===== src/hdl/fmbc_pkg.sv =====
package fmbc_pkg;

    localparam int CFG_IDX_W  = 3;
    localparam int CFG_DATA_W = 10;

    localparam logic [CFG_IDX_W-1:0] CFG_LOW_BATT     = 3'd0;
    localparam logic [CFG_IDX_W-1:0] CFG_FLASH_HOLD   = 3'd1;
    localparam logic [CFG_IDX_W-1:0] CFG_FLASH_GAP    = 3'd2;
    localparam logic [CFG_IDX_W-1:0] CFG_SIGNAL_LONG  = 3'd3;
    localparam logic [CFG_IDX_W-1:0] CFG_SIGNAL_SHORT = 3'd4;

    localparam logic [9:0] LOW_BATT_RST     = 10'd300;
    localparam logic [7:0] FLASH_HOLD_RST   = 8'd10;
    localparam logic [7:0] FLASH_GAP_RST    = 8'd30;
    localparam logic [7:0] SIGNAL_LONG_RST  = 8'd60;
    localparam logic [7:0] SIGNAL_SHORT_RST = 8'd10;

    localparam logic [1:0] KIND_TICK = 2'd0;
    localparam logic [1:0] KIND_KEY  = 2'd1;

    localparam logic [1:0] EV_SINGLE = 2'd1;
    localparam logic [1:0] EV_DOUBLE = 2'd2;

    localparam logic [3:0] PHASE_FIRST_BLUE = 4'd6;
    localparam logic [3:0] PHASE_RED_LAST   = 4'd5;
    localparam logic [3:0] PHASE_LAST       = 4'd11;
    localparam logic [3:0] PHASE_COUNT      = 4'd12;

    typedef enum logic [2:0] {
        MODE_OFF    = 3'd0,
        MODE_WHITE  = 3'd1,
        MODE_RED    = 3'd2,
        MODE_BLUE   = 3'd3,
        MODE_FLASH  = 3'd4,
        MODE_SIGNAL = 3'd5
    } t_mode;

    typedef struct packed {
        logic [1:0] kind;
        logic [1:0] key_event;
        logic       input_power;
        logic       boost_active;
        logic [9:0] batt_voltage;
    } t_in_item;

    typedef struct packed {
        logic       lamp_white;
        logic       lamp_red;
        logic       lamp_blue;
        logic [2:0] mode;
        logic       charger_key_pulse;
        logic       sleep_request;
    } t_out_item;

endpackage


===== src/hdl/fmbc_if.sv =====
interface fmbc_in_if;
    import fmbc_pkg::*;

    logic     valid;
    logic     ready;
    t_in_item data;

    modport source (output valid, output data, input ready);
    modport sink (input valid, input data, output ready);
endinterface

interface fmbc_out_if;
    import fmbc_pkg::*;

    logic      valid;
    logic      ready;
    t_out_item data;

    modport source (output valid, output data, input ready);
    modport sink (input valid, input data, output ready);
endinterface


===== src/hdl/flashlight_mode_blink_controller_top.sv =====
// Channel    | Direction | Payload
// -----------+-----------+------------------------------------------------
// i_item     | in        | kind, key_event, input_power, boost_active, batt
// o_result   | out       | lamp_white, lamp_red, lamp_blue, mode, pulse, sleep
// i_cfg_*    | in        | register index and write data, no read-back
//
// Each transfer on i_item yields one transfer on o_result.
// One item is accepted in each cycle with i_item.ready high; the state update
// is a single pass of next-state logic between the input register and the
// result register. A stalled result holds the result register, then the input
// register; i_item.ready falls only when both are full.
// Reset is synchronous and restores the default register values and mode off.
module flashlight_mode_blink_controller_top (
    input  logic                           i_clk,
    input  logic                           i_rst_n,
    fmbc_in_if.sink                        i_item,
    fmbc_out_if.source                     o_result,
    input  logic                           i_cfg_we,
    input  logic [fmbc_pkg::CFG_IDX_W-1:0] i_cfg_idx,
    input  logic [fmbc_pkg::CFG_DATA_W-1:0] i_cfg_data
);
    import fmbc_pkg::*;

    logic [9:0] r_low_batt;
    logic [7:0] r_flash_hold;
    logic [7:0] r_flash_gap;
    logic [7:0] r_signal_long;
    logic [7:0] r_signal_short;

    t_mode      r_mode;
    logic       r_white;
    logic       r_red;
    logic       r_blue;
    logic [3:0] r_flash_phase;
    logic [7:0] r_flash_count;
    logic [3:0] r_signal_phase;
    logic [7:0] r_signal_count;

    t_mode      n_mode;
    logic       n_white;
    logic       n_red;
    logic       n_blue;
    logic [3:0] n_flash_phase;
    logic [7:0] n_flash_count;
    logic [3:0] n_signal_phase;
    logic [7:0] n_signal_count;
    logic       n_pulse;
    logic       n_sleep;

    logic      r_in_valid;
    t_in_item  r_in;
    logic      r_out_valid;
    t_out_item r_out;

    logic advance;
    logic low_batt;

    assign advance = !r_out_valid || o_result.ready;
    assign i_item.ready = !r_in_valid || advance;
    assign o_result.valid = r_out_valid;
    assign o_result.data = r_out;

    assign low_batt = (r_in.batt_voltage < r_low_batt) && !r_in.input_power;

    always_ff @(posedge i_clk) begin
        if (!i_rst_n) begin
            r_low_batt     <= LOW_BATT_RST;
            r_flash_hold   <= FLASH_HOLD_RST;
            r_flash_gap    <= FLASH_GAP_RST;
            r_signal_long  <= SIGNAL_LONG_RST;
            r_signal_short <= SIGNAL_SHORT_RST;
        end else if (i_cfg_we) begin
            case (i_cfg_idx)
                CFG_LOW_BATT:     r_low_batt     <= i_cfg_data;
                CFG_FLASH_HOLD:   r_flash_hold   <= i_cfg_data[7:0];
                CFG_FLASH_GAP:    r_flash_gap    <= i_cfg_data[7:0];
                CFG_SIGNAL_LONG:  r_signal_long  <= i_cfg_data[7:0];
                CFG_SIGNAL_SHORT: r_signal_short <= i_cfg_data[7:0];
                default: ;
            endcase
        end
    end

    always_comb begin
        n_mode         = r_mode;
        n_white        = r_white;
        n_red          = r_red;
        n_blue         = r_blue;
        n_flash_phase  = r_flash_phase;
        n_flash_count  = r_flash_count;
        n_signal_phase = r_signal_phase;
        n_signal_count = r_signal_count;
        n_pulse        = 1'b0;
        n_sleep        = 1'b0;

        if (r_in.kind == KIND_KEY) begin
            n_pulse = !r_in.input_power && !r_in.boost_active
                      && (r_in.key_event == EV_SINGLE);
            if (low_batt) begin
                n_mode  = MODE_OFF;
                n_white = 1'b0;
                n_red   = 1'b0;
                n_blue  = 1'b0;
            end else if (r_mode == MODE_OFF) begin
                if (r_in.key_event == EV_DOUBLE) begin
                    n_mode  = MODE_WHITE;
                    n_white = 1'b1;
                end
            end else if (r_in.key_event == EV_SINGLE) begin
                n_white = 1'b0;
                n_red   = 1'b0;
                n_blue  = 1'b0;
                case (r_mode)
                    MODE_WHITE: begin
                        n_mode = MODE_RED;
                        n_red  = 1'b1;
                    end
                    MODE_RED: begin
                        n_mode = MODE_BLUE;
                        n_blue = 1'b1;
                    end
                    MODE_BLUE: begin
                        n_mode        = MODE_FLASH;
                        n_flash_phase = '0;
                        n_flash_count = '0;
                    end
                    MODE_FLASH: begin
                        n_mode         = MODE_SIGNAL;
                        n_signal_phase = '0;
                    end
                    default: begin
                        n_mode  = MODE_WHITE;
                        n_white = 1'b1;
                    end
                endcase
            end else if (r_in.key_event == EV_DOUBLE) begin
                n_mode  = MODE_OFF;
                n_white = 1'b0;
                n_red   = 1'b0;
                n_blue  = 1'b0;
            end
        end else if (r_in.kind == KIND_TICK) begin
            if (!r_in.input_power && !r_in.boost_active && r_mode == MODE_OFF) begin
                n_sleep = 1'b1;
            end else begin
                if (low_batt) begin
                    n_mode  = MODE_OFF;
                    n_white = 1'b0;
                    n_red   = 1'b0;
                    n_blue  = 1'b0;
                end
                if (n_mode == MODE_FLASH) begin
                    if (r_flash_count != '0) begin
                        n_flash_count = r_flash_count - 8'd1;
                    end else if (r_flash_phase < PHASE_FIRST_BLUE) begin
                        n_red         = !r_flash_phase[0];
                        n_flash_count = (r_flash_phase == PHASE_RED_LAST) ?
                                        r_flash_gap : r_flash_hold;
                        n_flash_phase = r_flash_phase + 4'd1;
                    end else if (r_flash_phase < PHASE_COUNT) begin
                        n_blue        = !r_flash_phase[0];
                        n_flash_count = (r_flash_phase == PHASE_LAST) ?
                                        r_flash_gap : r_flash_hold;
                        n_flash_phase = (r_flash_phase == PHASE_LAST) ?
                                        4'd0 : r_flash_phase + 4'd1;
                    end else begin
                        n_red         = 1'b0;
                        n_blue        = 1'b0;
                        n_flash_phase = '0;
                        n_flash_count = '0;
                    end
                end
                if (n_mode == MODE_SIGNAL) begin
                    if (r_signal_count != '0) begin
                        n_signal_count = r_signal_count - 8'd1;
                    end else if (r_signal_phase < PHASE_COUNT) begin
                        n_red          = !r_signal_phase[0];
                        n_signal_count = (r_signal_phase < PHASE_FIRST_BLUE
                                          || r_signal_phase == PHASE_LAST) ?
                                         r_signal_long : r_signal_short;
                        n_signal_phase = (r_signal_phase == PHASE_LAST) ?
                                         4'd0 : r_signal_phase + 4'd1;
                    end else begin
                        n_red          = 1'b0;
                        n_signal_phase = '0;
                        n_signal_count = '0;
                    end
                end
            end
        end
    end

    always_ff @(posedge i_clk) begin
        if (!i_rst_n) begin
            r_in_valid     <= 1'b0;
            r_out_valid    <= 1'b0;
            r_mode         <= MODE_OFF;
            r_white        <= 1'b0;
            r_red          <= 1'b0;
            r_blue         <= 1'b0;
            r_flash_phase  <= '0;
            r_flash_count  <= '0;
            r_signal_phase <= '0;
            r_signal_count <= '0;
        end else begin
            if (i_item.ready) begin
                r_in_valid <= i_item.valid;
            end
            if (advance) begin
                r_out_valid <= r_in_valid;
                if (r_in_valid) begin
                    r_mode         <= n_mode;
                    r_white        <= n_white;
                    r_red          <= n_red;
                    r_blue         <= n_blue;
                    r_flash_phase  <= n_flash_phase;
                    r_flash_count  <= n_flash_count;
                    r_signal_phase <= n_signal_phase;
                    r_signal_count <= n_signal_count;
                end
            end
        end
    end

    always_ff @(posedge i_clk) begin
        if (i_item.ready && i_item.valid) begin
            r_in <= i_item.data;
        end
        if (advance && r_in_valid) begin
            r_out.lamp_white        <= n_white;
            r_out.lamp_red          <= n_red;
            r_out.lamp_blue         <= n_blue;
            r_out.mode              <= n_mode;
            r_out.charger_key_pulse <= n_pulse;
            r_out.sleep_request     <= n_sleep;
        end
    end

    a_off_dark: assert property (@(posedge i_clk) disable iff (!i_rst_n)
        r_mode == MODE_OFF |-> !r_white && !r_red && !r_blue)
        else $error("Lamp lit while the mode is off.");

    a_white_mode: assert property (@(posedge i_clk) disable iff (!i_rst_n)
        r_white |-> r_mode == MODE_WHITE)
        else $error("White lamp lit outside white mode.");

    a_blue_mode: assert property (@(posedge i_clk) disable iff (!i_rst_n)
        r_blue |-> r_mode == MODE_BLUE || r_mode == MODE_FLASH)
        else $error("Blue lamp lit outside blue and flash modes.");

    a_red_mode: assert property (@(posedge i_clk) disable iff (!i_rst_n)
        r_red |-> r_mode == MODE_RED || r_mode == MODE_FLASH || r_mode == MODE_SIGNAL)
        else $error("Red lamp lit outside the red modes.");

    a_sleep_off: assert property (@(posedge i_clk) disable iff (!i_rst_n)
        r_out_valid && r_out.sleep_request |->
            r_out.mode == MODE_OFF && !r_out.charger_key_pulse)
        else $error("Sleep request with an active mode or a charger pulse.");

endmodule


===== src/flat_wrapper.sv =====
// flat-port wrapper written by rule: the top's interface ports become plain ports
module flashlight_mode_blink_controller_top_flat import fmbc_pkg::*;
  (i_clk, i_rst_n, i_cfg_we, i_cfg_idx, i_cfg_data, i_item_valid, i_item_data, i_item_ready, o_result_valid, o_result_data, o_result_ready);
  fmbc_in_if i_item_i ();
  fmbc_out_if o_result_i ();
  input  logic i_clk;
  input  logic i_rst_n;
  input  logic i_cfg_we;
  input  logic [fmbc_pkg::CFG_IDX_W-1:0] i_cfg_idx;
  input  logic [fmbc_pkg::CFG_DATA_W-1:0] i_cfg_data;
  input wire logic [$bits(i_item_i.valid)-1:0] i_item_valid;
  input wire logic [$bits(i_item_i.data)-1:0] i_item_data;
  output wire logic [$bits(i_item_i.ready)-1:0] i_item_ready;
  output wire logic [$bits(o_result_i.valid)-1:0] o_result_valid;
  output wire logic [$bits(o_result_i.data)-1:0] o_result_data;
  input wire logic [$bits(o_result_i.ready)-1:0] o_result_ready;
  assign i_item_i.valid = i_item_valid;
  assign i_item_i.data = i_item_data;
  assign i_item_ready = i_item_i.ready;
  assign o_result_valid = o_result_i.valid;
  assign o_result_data = o_result_i.data;
  assign o_result_i.ready = o_result_ready;
  flashlight_mode_blink_controller_top u_core (.i_clk(i_clk), .i_rst_n(i_rst_n), .i_item(i_item_i), .o_result(o_result_i), .i_cfg_we(i_cfg_we), .i_cfg_idx(i_cfg_idx), .i_cfg_data(i_cfg_data));
endmodule

===== config.mk =====
export PLATFORM = sky130hd
export DESIGN_NAME = flashlight_mode_blink_controller_top_flat
export DESIGN_NICKNAME = d
export VERILOG_FILES = /design/src/hdl/fmbc_pkg.sv /design/src/hdl/fmbc_if.sv /design/src/hdl/flashlight_mode_blink_controller_top.sv /design/src/flat_wrapper.sv
export SDC_FILE = /design/constraint.sdc
export NUM_CORES = 1
export LEC_CHECK = 0
export ABC_AREA = 1
export BUFFER_PORTS_ARGS = -buffer_cell sky130_fd_sc_hd__buf_2
export CORE_MARGIN = 4
export CORE_UTILIZATION = 40
export DETAILED_ROUTE_END_ITERATION = 8
export GPL_TIMING_DRIVEN = 0
export PLACE_DENSITY_LB_ADDON = 0.2
export SYNTH_ARGS = -nofsm -noshare
export SYNTH_HDL_FRONTEND = slang
export SYNTH_SLANG_ARGS = --single-unit

===== constraint.sdc =====
create_clock -name i_clk -period 2.36 [get_ports i_clk]
set_clock_uncertainty 0.15 [all_clocks]
set_input_delay 0.118 -clock i_clk [delete_from_list [all_inputs] [get_ports i_clk]]
set_output_delay 0.118 -clock i_clk [all_outputs]
set_load 0.03 [all_outputs]

==> reports/results.txt <==
After floorplanning, the core was divided into 41 placement rows. The net count of the mapped netlist was 757; the total length of routed wires was 12,860 um. The number of antenna violations at the first check in global routing is 0, and the total routing usage reported by global routing is 18.29%.

The count of filler cells inserted in the layout is 1,241, and the via density per instance is 4.986. For the final routed database, the setup TNS stands at 0 ps. The average cell area after synthesis was 7.320 um^2. The flow ran to the end, and the final reports show no timing, DRC or antenna violations. The first global-routing pass estimated 21,670 um of wire. The period utilization is 95.30%, and the relative max-transition margin is 54.98%. In this run the deepest clock path goes through 2 buffers.

In the final layout, the share of cells above drive strength 1 is 13.58%. The clock transition time at the flip-flop clock pins of the worst setup and hold paths works out to 60 ps. The data required time of the worst path is 2450 ps. The number of setup buffers added after CTS is 0.

Synthesis instantiated 41 different standard cells from the library. The tree is rooted in a sky130_fd_sc_hd__clkbuf_16. Number of failing hold endpoints at the final stage: 0. The total overflow left after global routing is 0. In this run the static leakage power is 0.002775 uW. Across the VDD grid, the largest voltage drop is 0.0003400 V.

Summing all multi-input logic gate instances after layout gives 2492 um^2. The logs give 5 for the number of optimization iterations in the first detailed-route pass and 331 for the number of DRC violations after detailed-routing iteration 0. In this run the number of H-tree levels came out at 3.

The run gives 0.8740 as the global placement routability congestion. The floorplan die area was 14,820 um^2; the shortest clock period the worst path allows after layout was 2249 ps. The detailed placement HPWL was 9375 um; the die height was 121.7 um. After synthesis, the most frequently instantiated cells are sky130_fd_sc_hd__nand2_1, sky130_fd_sc_hd__inv_1, sky130_fd_sc_hd__o21ai_0. For the via count, the log shows 4,821.

In this run, synthesis inferred 24 flip-flops with an integrated enable. Sorting the synthesized cells by area gives the leading types as sky130_fd_sc_hd__dfxtp_1, sky130_fd_sc_hd__edfxtp_1, sky130_fd_sc_hd__nand2_1. In this run the worst hold path is classified as in -> reg. Of the synthesized area, sequential elements account for 42.55%. Measured along the x axis, the die boundary spans 121.7 um. Largest net degree at the start of global routing: 17. The routed length per instance is 13.30 um, and the fraction of synthesized cell area taken by the top area cell type is 28.63%. Prior to clock tree synthesis, the placed netlist has a worst setup slack of 49.76 ps. The register bit total from synthesis was 98; the area of the core region was 12,620 um^2. In this run the tool buffered the top-level ports with 42 buffer cells. The clock net in this run drives a total of 98 sinks. The highest net fanout along the worst path is 10. The number of buffers created by CTS came out at 9. In this design, the critical path's most frequently occurring cell is sky130_fd_sc_hd__nand2_1. The run gives 110 ps as the setup slack of the worst register-to-register path.

The run gives 0 as the count of max-cap constraint violations. After synthesis, the share of flip-flops with an asynchronous set or reset is 0%. The number of routed nets with antenna violations is 0, and the count of pins on the block boundary is 44.

The kind of start point of the critical path was a register. Final-report max-slew violation count: 0. The critical path's slowest cell is sky130_fd_sc_hd__edfxtp_1.

The synthesis-to-layout area growth came out at 20.77%. For the number of global-route vias before repair, the log shows 4,575. Most repeated cell in the gate-level netlist after synthesis: sky130_fd_sc_hd__nand2_1.

The largest incremental delay on the critical path came out at 380 ps. The highest achievable clock rate is 0.4446 GHz, and the count of nets after finishing is 840. The biggest area contributor in the post-synthesis netlist is sky130_fd_sc_hd__dfxtp_1. The tools report the number of synthesis warnings as 0. For the worst-skew pair, the clock arrives at the later sink with an insertion delay of 350 ps. The arrival time at the worst endpoint was 2340 ps.

For the total of endpoints with negative setup slack in the final report, the log shows 0. TritonCTS built the clock tree. The starting utilization of the core area was 41.01%.

The number of antenna diodes in the final layout is 0. Counting every instance in the synthesized netlist gives 707. Cells fill 49.52% of the core in the end. The power density of the placed cells is 594.4 nW/um^2, and the sequential standard cell area is 2202 um^2.

In the routed design, unresolved DRC markers number 0. For the final setup slack of the worst path, the log shows 111.0 ps. STA classifies the critical path endpoint as a register. For the pin with the worst max-slew slack, the measured transition is 674.6 ps. Area of the mapped netlist: 5175 um^2. Among all flip-flop cells after synthesis, the most frequent one is sky130_fd_sc_hd__dfxtp_1. The setup path with the least slack is of type reg -> reg. The critical path goes through ha_1 -> nand2_1 -> nor2_4 -> nand3_2 -> nand3_4 -> nand3_2 -> a21oi_2 -> and2_4 -> buf_6 -> buf_6 -> nand2_1 -> nand2_1 -> nor2_2.
flip-flops by register name, summed over array words and instances (netlist names), 3 cells and up:
signal / flops
u_core.r_signal_short: 8
u_core.r_flash_hold: 8
u_core.o_result.data: 8
u_core.r_signal_count: 8
u_core.r_low_batt: 10
u_core.r_in: 16
u_core.r_signal_phase: 4
u_core.r_signal_long: 8
u_core.r_flash_phase: 4
u_core.r_mode: 3
u_core.r_flash_gap: 8
u_core.r_flash_count: 8
cell type report:
| class | count | area share [%] |
|---|---|---|
| Multi-Input combinational cell | 477 | 39.88 |
| Clock buffer | 13 | 4.344 |
| Buffer | 21 | 1.882 |
| Timing Repair Buffer | 72 | 8.168 |
| Tap cell | 172 | 3.443 |
| Clock inverter | 3 | 0.3604 |
| Sequential cell | 98 | 35.24 |
| Inverter | 111 | 6.687 |
what timing repair did:
item	in CTS	in global routing
endpoints found under the hold margin	42	0
gates resized for setup	0	14
endpoints found under the setup margin	0	29
hold buffers	30	0
cell families after synthesis:
family | share of synthesized area [%]
AOI/OAI and AO/OA | 19.73
xor gates and xnor gates | 0.5078
adders and majority gates | 3.868
buffers and inverters | 10.35
DFF | 42.55
and+or+nand+nor | 22.99
layer usage:
metal | vias up | GRT usage [%] | part of all wire [%]
met5 | - | 0 | 0
met4 | 0 | 8.123 | 2.6
met3 | 25 | 3.435 | 4.4
met2 | 117 | 30.21 | 47
met1 | 2187 | 23.31 | 46
li1 | 2492 | - | -
where the power goes:
group	total, uW	switching [uW]	leakage (uW)	internal (uW)
combinational	469	295	0.00180	174
sequential	1820	30.0	0.000835	1790
clock	1430	620	0.000145	811
total	3720	945	0.00278	2770
layout by cell type, fill, tap and decap left out, drive strengths merged:
cell,instances
dlygate4sd3,30
dfxtp,74
nor3,7
nand3,36
and3,1
nor2,80
o211ai,18
a31oi,4
nand4,3
edfxtp,24
o21ai,87
nand2,139
xor2,3
a21oi,66
inv,108
or2,4
and2,1
a211oi,1
nor4,2
o221ai,6
clkinv,6
o21bai,1
clkbuf,24
ha,16
o22ai,2
buf,52
through the flow:
step	instances	power [uW]	hold slack [ps]	instance area, um^2
6_report	967	3715	28.21	6250
5_1_grt	967	3905	51.51	6250
4_1_cts	967	3748	19.29	6195
3_5_place_dp	921	2271	146.1	5600
3_3_place_gp	921	2263	145.3	5600
2_1_floorplan	707	2136	66.87	5175
path summary, 6_finish.rpt:
path,from,to,cells past startpoint
worst max-delay path,u_core.r_in[9]$_DFFE_PP_,u_core.r_flash_count[7]$_SDFFE_PN0P_,13
worst max register to register,u_core.r_in[9]$_DFFE_PP_,u_core.r_flash_count[7]$_SDFFE_PN0P_,13
worst min register to register,u_core.r_signal_short[4]$_SDFFE_PN0P_,u_core.r_signal_short[4]$_SDFFE_PN0P_,2
worst min-delay path,i_cfg_idx[1],u_core.r_flash_hold[3]$_SDFFE_PN1P_,3
critical path, delay by kind of cell, from the launching register on:
| family | cells | cell delay [ps] |
|---|---|---|
| and+or+nand+nor | 9 | 880 |
| DFF | 1 | 380 |
| adders and majority gates | 1 | 310 |
| buffers and inverters | 2 | 260 |
| AOI/OAI and AO/OA | 1 | 150 |
No activity file was read; power rests on OpenSTA's default activity.
